===== config.mk =====
export PLATFORM = sky130hd
export DESIGN_NAME = spline_hull_bounding_box
export DESIGN_NICKNAME = d
export VERILOG_FILES = /design/src/rtl/core/shbb_pkg.sv /design/src/rtl/core/spline_hull_bounding_box.sv
export SDC_FILE = /design/constraint.sdc
export NUM_CORES = 2
export LEC_CHECK = 0
export BUFFER_PORTS_ARGS = -buffer_cell sky130_fd_sc_hd__buf_2
export CAP_MARGIN = 0
export CORE_AREA = 2 2 321 323
export CTS_BUF_LIST = sky130_fd_sc_hd__clkbuf_8
export DETAILED_ROUTE_END_ITERATION = 7
export DIE_AREA = 0 0 323 325
export PLACE_DENSITY = 0.64
export SLEW_MARGIN = 5
export SYNTH_ARGS = -nofsm -noshare
export SYNTH_HDL_FRONTEND = slang
export SYNTH_SLANG_ARGS = --single-unit

===== constraint.sdc =====
create_clock -name i_clk -period 63.3 [get_ports i_clk]
set_input_delay 6.33 -clock i_clk [delete_from_list [all_inputs] [get_ports i_clk]]
set_output_delay 6.33 -clock i_clk [all_outputs]
set_load 0.01 [all_outputs]

===== src/rtl/core/shbb_pkg.sv =====
// Shared constants and types for the spline hull bounding box block.
package shbb_pkg;

    // Default coordinate width of the point fields
    localparam int COORD_BITS_DEF = 16;

    // Width of the half line width register
    localparam int HALF_WIDTH_BITS = 8;

    // Configuration register index width
    localparam int CFG_INDEX_BITS = 2;

    // Configuration register indexes
    typedef enum logic [CFG_INDEX_BITS-1:0] {
        CFG_INTERPOLATED_MODE = 2'd0,
        CFG_CLOSED_CURVE      = 2'd1,
        CFG_HALF_WIDTH        = 2'd2
    } t_cfg_index;

    // Saturating count of points folded into the current spline
    typedef enum logic [1:0] {
        SEEN_NONE = 2'd0,
        SEEN_ONE  = 2'd1,
        SEEN_MANY = 2'd2
    } t_seen;

endpackage


===== src/rtl/core/spline_hull_bounding_box.sv =====
// Spline bounding box: folds spline points into quarter-unit bounds, emits the padded box.
//
//  Channel   Direction  Handshake                   Payload
//  input     in         i_valid / o_ready           i_point_*, i_left_ctrl_*, i_right_ctrl_*,
//                                                   i_is_last
//  result    out        o_valid / i_ready           o_box_xmin, o_box_ymin, o_box_xmax, o_box_ymax
//  config    in         i_cfg_valid / o_cfg_ready   i_cfg_index, i_cfg_data
//
//  One point per cycle sustained. Three register stages: input register, bounds
//  fold (running state plus a box register for last points), round/pad/saturate
//  into the result register. o_valid rises once a last point has passed from the
//  input register through the box register into the result register.
//  Reset (synchronous, active low) clears valids, config and the running state.
//  A stalled result only holds back points marked last; other points keep flowing
//  as long as the input register can drain.
module spline_hull_bounding_box #(
    parameter int COORD_BITS = shbb_pkg::COORD_BITS_DEF
) (
    input  logic                                  i_clk,
    input  logic                                  i_rst_n,
    // point transactions
    input  logic                                  i_valid,
    output logic                                  o_ready,
    input  logic signed [COORD_BITS-1:0]          i_point_x,
    input  logic signed [COORD_BITS-1:0]          i_point_y,
    input  logic signed [COORD_BITS-1:0]          i_left_ctrl_x,
    input  logic signed [COORD_BITS-1:0]          i_left_ctrl_y,
    input  logic signed [COORD_BITS-1:0]          i_right_ctrl_x,
    input  logic signed [COORD_BITS-1:0]          i_right_ctrl_y,
    input  logic                                  i_is_last,
    // box transactions
    output logic                                  o_valid,
    input  logic                                  i_ready,
    output logic signed [COORD_BITS:0]            o_box_xmin,
    output logic signed [COORD_BITS:0]            o_box_ymin,
    output logic signed [COORD_BITS:0]            o_box_xmax,
    output logic signed [COORD_BITS:0]            o_box_ymax,
    // configuration writes
    input  logic                                  i_cfg_valid,
    output logic                                  o_cfg_ready,
    input  logic [shbb_pkg::CFG_INDEX_BITS-1:0]   i_cfg_index,
    input  logic [shbb_pkg::HALF_WIDTH_BITS-1:0]  i_cfg_data
);

    // quarter-unit width and output width
    localparam int Q  = COORD_BITS + 2;
    localparam int OB = COORD_BITS + 1;
    localparam int HB = shbb_pkg::HALF_WIDTH_BITS;
    localparam logic signed [Q-1:0] OUT_MAX = Q'((1 << COORD_BITS) - 1);
    localparam logic signed [Q-1:0] OUT_MIN = -OUT_MAX - Q'(1);

    // round half away from zero to whole units
    function automatic logic signed [Q-1:0] round_q(input logic signed [Q-1:0] q);
        logic          neg;
        logic [Q:0]    mag;
        logic [Q:0]    rnd;
        logic [Q-1:0]  rr;
        neg = q[Q-1];
        mag = neg ? -{q[Q-1], q} : {q[Q-1], q};
        rnd = (mag + (Q+1)'(2)) >> 2;
        rr  = rnd[Q-1:0];
        return neg ? -$signed(rr) : $signed(rr);
    endfunction

    // clamp into the output field
    function automatic logic signed [OB-1:0] sat_out(input logic signed [Q-1:0] v);
        logic signed [Q-1:0] c;
        c = v;
        if (v > OUT_MAX) c = OUT_MAX;
        if (v < OUT_MIN) c = OUT_MIN;
        return c[OB-1:0];
    endfunction

    // configuration registers
    logic          r_interp;
    logic          r_closed;
    logic [HB-1:0] r_half_width;

    assign o_cfg_ready = 1'b1;

    always_ff @(posedge i_clk) begin
        if (!i_rst_n) begin
            r_interp     <= 1'b0;
            r_closed     <= 1'b0;
            r_half_width <= '0;
        end else if (i_cfg_valid) begin
            case (i_cfg_index)
                shbb_pkg::CFG_INTERPOLATED_MODE: r_interp     <= i_cfg_data[0];
                shbb_pkg::CFG_CLOSED_CURVE:      r_closed     <= i_cfg_data[0];
                shbb_pkg::CFG_HALF_WIDTH:        r_half_width <= i_cfg_data;
                default: ;
            endcase
        end
    end

    // pipeline handshake
    logic r_in_valid;
    logic r_fin_valid;
    logic r_out_valid;
    logic r_in_last;
    logic out_rdy;
    logic fin_rdy;
    logic cmp_go;

    assign out_rdy = !r_out_valid || i_ready;
    assign fin_rdy = !r_fin_valid || out_rdy;
    assign cmp_go  = r_in_valid && (!r_in_last || fin_rdy);
    assign o_ready = !r_in_valid || cmp_go;
    assign o_valid = r_out_valid;

    // input register, one lane per axis (0 = x, 1 = y)
    logic signed [COORD_BITS-1:0] r_pt [2];
    logic signed [COORD_BITS-1:0] r_lc [2];
    logic signed [COORD_BITS-1:0] r_rc [2];

    always_ff @(posedge i_clk) begin
        if (!i_rst_n) begin
            r_in_valid <= 1'b0;
        end else if (o_ready) begin
            r_in_valid <= i_valid;
        end
    end

    always_ff @(posedge i_clk) begin
        if (o_ready && i_valid) begin
            r_pt[0]   <= i_point_x;
            r_pt[1]   <= i_point_y;
            r_lc[0]   <= i_left_ctrl_x;
            r_lc[1]   <= i_left_ctrl_y;
            r_rc[0]   <= i_right_ctrl_x;
            r_rc[1]   <= i_right_ctrl_y;
            r_in_last <= i_is_last;
        end
    end

    // running state
    logic signed [COORD_BITS-1:0] r_prev   [2];
    logic signed [COORD_BITS-1:0] r_prev_r [2];
    logic signed [Q-1:0]          r_min    [2];
    logic signed [Q-1:0]          r_max    [2];
    shbb_pkg::t_seen              r_seen;
    logic signed [Q-1:0]          n_min    [2];
    logic signed [Q-1:0]          n_max    [2];
    shbb_pkg::t_seen              n_seen;

    // fold this point's candidates into the bounds
    always_comb begin
        logic signed [Q-1:0] a, b, c, d;
        logic signed [Q-1:0] cand [8];
        logic [7:0]          en;
        logic signed [Q-1:0] lo, hi;
        logic                first, pair;
        first = (r_seen == shbb_pkg::SEEN_NONE);
        pair  = (r_seen == shbb_pkg::SEEN_ONE);
        for (int k = 0; k < 2; k++) begin
            a = Q'(r_prev[k]);
            b = Q'(r_prev_r[k]);
            c = Q'(r_lc[k]);
            d = Q'(r_pt[k]);
            cand[0] = a <<< 2;
            cand[1] = (a + b) <<< 1;
            cand[2] = a + (b <<< 1) + c;
            cand[3] = b + (c <<< 1) + d;
            cand[4] = (c + d) <<< 1;
            cand[5] = d <<< 2;
            cand[6] = (a <<< 1) + a + d;
            cand[7] = a + (d <<< 1) + d;
            en = '0;
            // base bounds
            if (first) begin
                lo = cand[5];
                hi = cand[5];
            end else if (!r_interp && pair) begin
                lo = r_closed ? cand[6] : cand[0];
                hi = lo;
            end else begin
                lo = r_min[k];
                hi = r_max[k];
            end
            // enabled candidates
            if (!first) begin
                if (r_interp) begin
                    en[5:0] = 6'h3f;
                end else begin
                    en[6] = !pair;
                    en[7] = 1'b1;
                end
            end
            // open approximating curve keeps its last point
            if (r_in_last && !r_interp && !r_closed) begin
                en[5] = 1'b1;
            end
            for (int j = 0; j < 8; j++) begin
                if (en[j] && cand[j] < lo) lo = cand[j];
                if (en[j] && cand[j] > hi) hi = cand[j];
            end
            n_min[k] = lo;
            n_max[k] = hi;
        end
        if (r_in_last) begin
            n_seen = shbb_pkg::SEEN_NONE;
        end else if (first) begin
            n_seen = shbb_pkg::SEEN_ONE;
        end else begin
            n_seen = shbb_pkg::SEEN_MANY;
        end
    end

    always_ff @(posedge i_clk) begin
        if (!i_rst_n) begin
            r_seen <= shbb_pkg::SEEN_NONE;
            for (int k = 0; k < 2; k++) begin
                r_prev[k]   <= '0;
                r_prev_r[k] <= '0;
                r_min[k]    <= '0;
                r_max[k]    <= '0;
            end
        end else if (cmp_go) begin
            r_seen <= n_seen;
            for (int k = 0; k < 2; k++) begin
                r_prev[k]   <= r_pt[k];
                r_prev_r[k] <= r_rc[k];
                r_min[k]    <= n_min[k];
                r_max[k]    <= n_max[k];
            end
        end
    end

    // finished box in quarters
    logic signed [Q-1:0] r_fin_min [2];
    logic signed [Q-1:0] r_fin_max [2];

    always_ff @(posedge i_clk) begin
        if (!i_rst_n) begin
            r_fin_valid <= 1'b0;
        end else begin
            r_fin_valid <= (r_fin_valid && !out_rdy) || (cmp_go && r_in_last);
        end
    end

    always_ff @(posedge i_clk) begin
        if (cmp_go && r_in_last) begin
            r_fin_min <= n_min;
            r_fin_max <= n_max;
        end
    end

    // round, pad and saturate into the result register
    logic signed [Q-1:0] hw_ext;

    assign hw_ext = $signed(Q'(r_half_width));

    always_ff @(posedge i_clk) begin
        if (!i_rst_n) begin
            r_out_valid <= 1'b0;
        end else begin
            r_out_valid <= (r_out_valid && !i_ready) || (r_fin_valid && out_rdy);
        end
    end

    always_ff @(posedge i_clk) begin
        if (r_fin_valid && out_rdy) begin
            o_box_xmin <= sat_out(round_q(r_fin_min[0]) - hw_ext);
            o_box_ymin <= sat_out(round_q(r_fin_min[1]) - hw_ext);
            o_box_xmax <= sat_out(round_q(r_fin_max[0]) + hw_ext);
            o_box_ymax <= sat_out(round_q(r_fin_max[1]) + hw_ext);
        end
    end

    // checks
    a_box_ordered: assert property (@(posedge i_clk) disable iff (!i_rst_n)
        o_valid |-> (o_box_xmin <= o_box_xmax) && (o_box_ymin <= o_box_ymax))
        else $error("box minimum above maximum");

    a_fin_held: assert property (@(posedge i_clk) disable iff (!i_rst_n)
        r_fin_valid && !out_rdy |=> r_fin_valid && $stable(r_fin_min[0])
            && $stable(r_fin_max[1]))
        else $error("pending box lost while result stalled");

    a_ready_only_when_full: assert property (@(posedge i_clk) disable iff (!i_rst_n)
        !o_ready |-> r_in_valid && r_in_last && r_fin_valid)
        else $error("input stalled without a pending last point");

endmodule

==> impl_metrics.py <==
metrics = {
    "worst_setup_path": {
        "crit_slowest_cell": "mux2i_4",
        "cp.buffers_inverters": 6,
        "timing.critical_path.to": "r_max[0][2]$_SDFFCE_PN0P_",
        "critical_path.max_fanout": 49,
        "worstSetupPathType": "flop to flop",
        "worst-path-stages": 112,
        "register_to_register_path_setup_slack_ns": 33.02,
        "crit_path_max_incr_delay_ns": 0.80,
        "endpoint_kind": "flop",
        "crit_path_start_kind": "flop",
        "critical_path.reg2reg.endpoint": "r_max[0][2]$_SDFFCE_PN0P_",
        "worstPathArrival_ns": 30.76,
        "timing.rr.start": "r_prev[0][1]$_SDFFCE_PN0P_",
        "ff2ff_path_depth": 112,
        "cp-startpoint": "r_prev[0][1]$_SDFFCE_PN0P_",
        "critPathTopFamily": "compound AO/OA/AOI/OAI gates",
        "crit_required_ns": 63.78,
        "critical-path-top-cell-by-count": "a21oi_1",
    },
    "global_route": {
        "grt_start_max_net_pins": 86,
        "grt_ovf": 0,
        "grt_first_pass_wirelength_um": 260000,
        "grt_overall_usage_pct": 32.6,
        "first_global_vias": 42052,
        "grt_antenna_before_repair": 4,
    },
    "yosys": {
        "syn-mean-instance-area_um2": 8.78,
        "post_synthesis_instance_total": 5746,
        "yosysSeqAreaShare_pct": 22.8,
        "ys_async_sr_fraction_pct": 0,
        "synth.distinct_cells": 109,
        "postSynthRegisterBits": 388,
        "synth_flop_cell": "edfxtp_1",
        "synth-edff-count": 373,
        "syn-cell-area_um2": 50400,
        "synth.yosys.warnings": 0,
        "synth_nets": 6760,
    },
    "timing": {
        "final-max-slew-violation-count": 0,
        "final.min_clock_period_ns": 30.28,
        "tns_ns": 0,
        "fmax_ghz": 0.0330,
        "finClkSkew_ns": 0.0482,
        "min_period_over_period_pct": 47.8,
        "report.final.setup_viol": 0,
        "tightest_slew_ns": 1.11,
        "report.final.hold_viol_count": 0,
        "rsz0062_at_grt": "false",
        "maxSlewHeadroom_pct": 25.4,
    },
    "layout": {
        "fin_nets": 6942,
        "fillCellCount": 9508,
        "areaGrowthSynthToFinish_pct": 8.28,
        "post_route_cells_drive_above_1_share_pct": 9.42,
        "finish.utilization_pct": 53.9,
    },
    "drt": {
        "route.final.wire_length_um": 172000,
        "starting_drt_drc_count": 4372,
        "drc": 0,
        "drt-vias-per-instance": 5.98,
        "final_antenna_net_count": 0,
        "drt-pass1-iter-count": 7,
        "post_drt_wl_per_cell_um": 23.5,
        "dr_total_vias": 43951,
    },
    "power": {
        "total_leakage_power_uw": 0.0249,
        "pwr_density_cell_nw_per_um2": 26.7,
        "irDropWorstVdd_v": 0.0000203,
    },
    "clock_network": {
        "postCtsSetupRepairBufs": 0,
        "tritoncts": "done",
        "worst_setup_hold_path_clk_slew_ns": 0.06,
        "cts_repair_resize_count": 0,
        "htree_levels": 3,
        "ctsHoldBuffers": 0,
        "cts.root.buffer_cell": "clkbuf_8",
        "cts_made_buffers": 72,
        "cts.sinks": 388,
        "clockBufferDepth": 3,
        "clk_latency_ns": 0.75,
    },
    "die": {
        "initial_core_util_pct": 49.8,
        "io-pin-count": 183,
        "fp.dieW_um": 323,
        "design.die.area_um2": 105000,
        "die_height_um": 325,
        "row_count": 117,
        "core_um2": 101000,
    },
    "placement": {
        "dpl.hpwl_um": 142000,
        "port_buffers": 181,
        "rd_place_congestion": 0.987,
    },
    "flow_run": {
        "max_cap_violations": 0,
    },
    "hold_path": {
        "holdCritPathClass": "flop to flop",
    },
    "run_status": {
        "outcome": "finished clean",
    },
}
[sequential cells by signal, summed over array words and instances, names as in the netlist, 36 cells and up]
signal and flops:
r_min 36, r_fin_min 36, r_fin_max 36, r_max 36
[worst min path at each step]
| stage | end | cells past startpoint | slack [ns] | start |
|---|---|---|---|---|
| 6_report | r_prev_r[0][7]$_SDFFCE_PN0P_ | 1 | 0.50 | r_rc[0][7]$_DFFE_PP_ |
| 5_1_grt | r_prev_r[0][17]$_SDFFCE_PN0P_ | 1 | 0.52 | r_rc[0][17]$_DFFE_PP_ |
| 4_1_cts | r_prev_r[0][7]$_SDFFCE_PN0P_ | 1 | 0.51 | r_rc[0][7]$_DFFE_PP_ |
| 3_5_place_dp | r_prev_r[0][20]$_SDFFCE_PN0P_ | 1 | 0.50 | r_rc[0][20]$_DFFE_PP_ |
| 3_3_place_gp | r_prev_r[0][5]$_SDFFCE_PN0P_ | 1 | 0.50 | r_rc[0][5]$_DFFE_PP_ |
| 2_1_floorplan | r_fin_valid$_SDFF_PN0_ | 2 | 0.48 | r_fin_valid$_SDFF_PN0_ |
[cells by family (layout without fill, tap and decap cells)]
family                     after synthesis  count (layout)  share of synthesized area, %
buffers and inverters                  669             902                          5.06
adders and majority gates              907             907                          24.6
and+or+nand+nor                       1554            1554                          15.4
muxes                                  286             286                          6.04
other                                    1               2                       0.00744
AOI/OAI and AO/OA                     1523            1523                          18.8
xor gates and xnor gates               418             418                          7.26
DFF                                    388             388                          22.8
[cells in the final DEF, fill, tap and decap left out, types with 19 or more instances in the layout]
cell type  Yosys  routed
a211oi_1      19      19
a21o_1       178     178
a21oi_1      524     523
a31oi_1       37      36
and2_1       131     129
and3_1        28      27
and4_1        20      20
buf_2          8     181
buf_4          4      97
clkbuf_8       0      74
edfxtp_1     373     373
fa_1         140     140
ha_1         762     762
inv_1        496     515
mux2_2       114     114
mux2i_1      156     154
nand2_1      388     386
nand2b_1      92      92
nand3_1       70      70
nand3b_1      24      24
nand4_1       93      93
nor2_1       391     386
nor2b_1      109     108
nor3_1        73      71
o21a_1        74      74
o21ai_0      326     324
o21ai_1       22      22
o21bai_1     146     145
o31ai_1       40      38
or3_1         46      46
xnor2_1      292     292
xor2_1       126     126
[synthesized netlist by cell type, types with 93 or more instances]
library cell / n / area, um^2
xnor2_1: 292 / 2560
nand4_1: 93 / 582
ha_1: 762 / 9530
xor2_1: 126 / 1100
and2_1: 131 / 820
clkbuf_1: 137 / 514
o21ai_0: 326 / 1630
nand2_1: 388 / 1460
mux2_2: 114 / 1280
a21oi_1: 524 / 2620
inv_1: 496 / 1860
fa_1: 140 / 2800
nor2_1: 391 / 1470
mux2i_1: 156 / 1560
o21bai_1: 146 / 1100
nor2b_1: 109 / 682
a21o_1: 178 / 1340
edfxtp_1: 373 / 11200
[final cells by class]
cell class / count / area, um^2 / share of cell area, %
Multi-Input combinational cell: 4689 / 36500 / 66.8
Clock buffer: 74 / 1020 / 1.87
Clock inverter: 51 / 360 / 0.660
Antenna cell: 1 / 2.50 / 0.00458
Tap cell: 1368 / 1710 / 3.13
Inverter: 499 / 1870 / 3.43
Sequential cell: 388 / 11500 / 21.1
Timing Repair Buffer: 278 / 1630 / 2.99
[power breakdown]
part           leakage, uW  switching [uW]  total (uW)  internal (uW)
logic               0.0203             551         886            335
clock network     0.000760             122         248            126
registers          0.00382            16.5         323            307
[layer usage]
metal / GRT usage [%] / wire length, um / up-vias
li1: - / - / 21048
met4: 10.6 / 5810 / 6
met2: 48.5 / 72600 / 1784
met3: 6.21 / 15100 / 294
met1: 47.3 / 78900 / 20819
met5: 0 / 34 / -
[stage by stage]
| step | setup slack (ns) | hold slack [ns] | instances | cell area (um^2) | total power [uW] |
|---|---|---|---|---|---|
| 2_1_floorplan | 38.65 | 0.476 | 5746 | 50400 | 931 |
| 3_3_place_gp | 33.60 | 0.499 | 7222 | 53200 | 1180 |
| 3_5_place_dp | 33.67 | 0.502 | 7222 | 53200 | 1190 |
| 4_1_cts | 33.56 | 0.511 | 7347 | 54600 | 1450 |
| 5_1_grt | 31.07 | 0.522 | 7348 | 54600 | 1570 |
| 6_report | 33.02 | 0.501 | 7348 | 54600 | 1460 |
Power figures use the tool's default switching activity.
